$ cat config.mk
export PLATFORM = sky130hd
export DESIGN_NAME = vic_queue
export DESIGN_NICKNAME = d
export VERILOG_FILES = /design/src/rtl/valid_2d_image_correlation_assert.svh /design/src/rtl/vic_queue.sv
export SDC_FILE = /design/constraint.sdc
export NUM_CORES = 1
export LEC_CHECK = 0
export BUFFER_PORTS_ARGS = -buffer_cell sky130_fd_sc_hd__buf_4
export CAP_MARGIN = 20
export CELL_PAD_IN_SITES_DETAIL_PLACEMENT = 2
export CELL_PAD_IN_SITES_GLOBAL_PLACEMENT = 2
export CORE_MARGIN = 4
export CORE_UTILIZATION = 37
export DETAILED_ROUTE_END_ITERATION = 7
export HOLD_SLACK_MARGIN = 0.12
export PLACE_DENSITY_LB_ADDON = 0.15
export RECOVER_POWER = 50
export SLEW_MARGIN = 25
export SYNTH_ARGS = -nofsm -noshare
export SYNTH_HDL_FRONTEND = slang
export SYNTH_SLANG_ARGS = --single-unit
$ cat constraint.sdc
create_clock -name clk -period 1.4 [get_ports clk]
set_clock_uncertainty 0.1 [all_clocks]
set_input_delay 0.28 -clock clk [delete_from_list [all_inputs] [get_ports clk]]
set_output_delay 0.28 -clock clk [all_outputs]
set_load 0.05 [all_outputs]
$ cat src/rtl/valid_2d_image_correlation_assert.svh
// ----------------------------------------------------------------------------
// Assertion macros for the image correlation block
// Implication checks that can be compiled out with ASSERT_OFF.
// ----------------------------------------------------------------------------
`ifndef VALID_2D_IMAGE_CORRELATION_ASSERT_SVH
`define VALID_2D_IMAGE_CORRELATION_ASSERT_SVH
`ifndef ASSERT_OFF
`define VIC_ASSERT_IMP(label, clk, rst_n, ante, cons) \
    label: assert property (@(posedge clk) disable iff (!rst_n) (ante) |-> (cons)) \
        else $error("assertion failed");
`define VIC_ASSERT_NEXT(label, clk, rst_n, ante, cons) \
    label: assert property (@(posedge clk) disable iff (!rst_n) (ante) |=> (cons)) \
        else $error("assertion failed");
`else
`define VIC_ASSERT_IMP(label, clk, rst_n, ante, cons)
`define VIC_ASSERT_NEXT(label, clk, rst_n, ante, cons)
`endif
`endif

$ cat src/rtl/vic_queue.sv
// ----------------------------------------------------------------------------
// vic_queue
// Small register queue between the front and the back part.
// ----------------------------------------------------------------------------
`default_nettype none
module vic_queue #(
    parameter int WIDTH = 8,
    parameter int DEPTH = 4
) (
    input  logic                       clk,
    input  logic                       rst_n,
    input  logic                       push,
    input  logic [WIDTH-1:0]           push_data,
    input  logic                       pop,
    output logic                       head_valid,
    output logic [WIDTH-1:0]           head_data,
    output logic [$clog2(DEPTH+1)-1:0] count
);
    localparam int PTR_W = (DEPTH > 1) ? $clog2(DEPTH) : 1;

    logic [WIDTH-1:0]           mem_reg [DEPTH];
    logic [PTR_W-1:0]           wr_ptr_reg, wr_ptr_next, rd_ptr_reg, rd_ptr_next;
    logic [$clog2(DEPTH+1)-1:0] count_reg, count_next;

    always_comb
    begin
        wr_ptr_next = wr_ptr_reg;
        rd_ptr_next = rd_ptr_reg;
        count_next  = count_reg;
        if (push)
        begin
            wr_ptr_next = (32'(wr_ptr_reg) == DEPTH - 1) ? '0 : wr_ptr_reg + 1'b1;
        end
        if (pop)
        begin
            rd_ptr_next = (32'(rd_ptr_reg) == DEPTH - 1) ? '0 : rd_ptr_reg + 1'b1;
        end
        if (push && !pop)
        begin
            count_next = count_reg + 1'b1;
        end
        else if (pop && !push)
        begin
            count_next = count_reg - 1'b1;
        end
    end

    always_ff @(posedge clk or negedge rst_n)
    begin
        if (!rst_n)
        begin
            wr_ptr_reg <= '0;
            rd_ptr_reg <= '0;
            count_reg  <= '0;
        end
        else
        begin
            wr_ptr_reg <= wr_ptr_next;
            rd_ptr_reg <= rd_ptr_next;
            count_reg  <= count_next;
        end
    end

    always_ff @(posedge clk)
    begin
        if (push)
        begin
            mem_reg[wr_ptr_reg] <= push_data;
        end
    end

    assign head_valid = (count_reg != '0);
    assign head_data  = mem_reg[rd_ptr_reg];
    assign count      = count_reg;
endmodule
`default_nettype wire

==> out/metrics.cfg <==
[finish]
area_growth_pct = 40.6
fin_cells = 180
design_area_um2 = 2200
fin_util_pct = 54.2
nNetsFinal = 148
largest_reg_flops = 32
mostFrequentLayoutCells = edfxtp_1, buf_4, buf_6, dlygate4sd3_1
antenna_cells = 0
layout-drive-gt1-share_pct = 44.6
final_common_cell = edfxtp_1

[setup_path]
path_delay_family = multiplexers
slowest_stage = mux4_2
ff2ff_setup_slack_ps = -100
startpoint_type = flip-flop
path_depth = 3
critPathKind = reg -> out
cp_data_required_time_ps = 1020
end_kind = output port
crit_arrival_ps = 1540
crit_chain = buf_12, mux4_2, buf_6
rr_worst_depth = 5
crit_buf_inv = 2
crit_path_max_fanout = 9
slowest_delay_ps = 530

[power_and_ir_drop]
p_leak_nw = 0.828
max-vdd-ir-drop_v = 0.00140
power_density_nw_per_um2 = 2330

[die]
dieArea_um2 = 5330
start_util_pct = 38.5
coreArea_um2 = 4060
die_h_um = 73.0
ios = 24
placementRows = 23
fp.dieW_um = 73.0

[grt]
grt_overflow = 0
track_usage_pct = 14.2
antenna_found_initial = 0
grt_start_max_net_pins = 14
grt_pass1_vias = 997
grt_pass1_wl_um = 5370

[clock_tree]
cts_buffer_depth = 2
cts_tree = built
clock-sinks = 39
htree_levels = 2
clk_latency_ps = 280
numCtsBuffers = 5
clk_pin_slew_ps = 70
cts-root-buf = clkbuf_8

[worst_hold_path]
hold_path_class = in -> reg
whs_path_depth = 3

[logic_synthesis]
netlist_area_um2 = 1560
postSynthCellCount = 78
synth_warnings = 0
synth_cell_types = 17
syn-num-nets = 97
synth_seq_area_share_pct = 72.6
synth_seq_cells = 39
syn_avg_cell_area_um2 = 20.1

[sta]
hold_viol = 0
relSlewSlack_pct = 71.4
tightest_slew_ps = 429
rsz0062_at_grt = true
setup_ws_ps = -517
min_period_ps = 1920
final_max_slew_viol_count = 0
timing.fmax_mhz = 522
post-route-period-util_pct = 137
holdWs_ps = 238
setup_viol_count_final = 12

[run_status]
violations = negative setup slack
status = finished, violations left

[placement]
io_buffers = 23
place_inst = 160
dpl_cell_area_um2 = 1920
hpwl_um = 2360
gp_congestion = 0.802

[routing]
post_drt_via_cell_ratio = 4.74
vias = 854
final_antenna_net_count = 0
wirelength_um = 3460
drt_iter0_markers = 36
drtPass1Iterations = 2
drc_errors = 0
post_drt_wl_per_cell_um = 19.2

[flow_run]
cap_violations = 0

==> cells in the mapped netlist <==
cell	n	area [µm²]
buf_6	1	11.3
xnor2_1	1	8.76
nor2_1	2	7.51
edfxtp_1	32	961
dfrtp_1	7	175
mux2_2	3	33.8
nand3_1	1	5.00
inv_1	5	18.8
o21ai_0	2	10.0
nand2_1	1	3.75
and2_1	4	25.0
mux4_2	8	180
buf_2	1	5.00
xor2_1	2	17.5
or3_1	1	6.26
fa_1	1	20.0
ha_1	6	75.1
==> final timing paths <==
| path | start | end |
|---|---|---|
| max | rd_ptr_reg[0]$_DFFE_PN0P_ | head_data[1] |
| min | push | wr_ptr_reg[0]$_DFFE_PN0P_ |
| max reg2reg | count[0]$_DFFE_PN0P_ | count[2]$_DFFE_PN0P_ |
| min reg2reg | count[2]$_DFFE_PN0P_ | count[2]$_DFFE_PN0P_ |
| max in group asynchronous | rst_n | count[0]$_DFFE_PN0P_ |
| min in group asynchronous | rst_n | rd_ptr_reg[0]$_DFFE_PN0P_ |
==> worst register-to-register path: cells and delay by family (launching register included) <==
family	cells	cell delay, ps
fa+ha+maj	1	330
buf+inv	1	130
flops	1	420
xor+xnor	2	310
simple gates	1	130
==> routing by layer <==
layer | track usage [%] | part of all wire, % | up-vias
li1 | - | - | 400
met5 | 0 | 0 | -
met2 | 24.5 | 54 | 14
met4 | 4.92 | 1.7 | 0
met3 | 4.55 | 2.9 | 5
met1 | 16.5 | 42 | 435
==> per-stage QoR <==
step	total power [mW]	setup TNS, ps	setup WS (ps)
after floorplan	3.11	-1350	-147
after global placement	3.79	-2160	-241
after detailed placement	3.87	-2460	-355
after CTS	5.14	-4590	-533
after global routing	5.39	-5000	-566
final	5.12	-4410	-517
==> power breakdown <==
part / internal (mW) / leakage [nW] / switching [mW] / total, mW
combinational: 1.13 / 0.397 / 1.36 / 2.48
sequential: 1.54 / 0.373 / 0.182 / 1.72
clock: 0.530 / 0.0581 / 0.390 / 0.920
==> kinds of logic (layout without fill, tap and decap cells) <==
kind of cell | count (synthesis) | in the layout | synth area share (%)
XOR/XNOR | 3 | 3 | 1.68
multiplexers | 11 | 11 | 13.7
AO/OA/AOI/OAI | 2 | 2 | 0.640
adder cells (fa/ha/maj) | 7 | 7 | 6.08
AND/OR/NAND/NOR | 9 | 9 | 3.04
buffers and inverters | 7 | 59 | 2.24
flip-flops | 39 | 39 | 72.6
==> area by class of cell <==
| type | count | area, µm² |
|---|---|---|
| Clock buffer | 5 | 68.8 |
| Clock inverter | 3 | 43.8 |
| Fill cell | 353 | 1860 |
| Inverter | 5 | 18.8 |
| Multi-Input combinational cell | 32 | 419 |
| Sequential cell | 39 | 1140 |
| Tap cell | 50 | 62.6 |
| Timing Repair Buffer | 46 | 444 |
==> what timing repair did <==
item                       in CTS  in global routing
hold buffers                    9                  0
setup endpoints to repair      13                 34
hold endpoints to repair       39                  0
setup buffers                   3                  0
pin swaps                       4                  3
resized for setup              17                  5
Power figures use the tool's default switching activity.
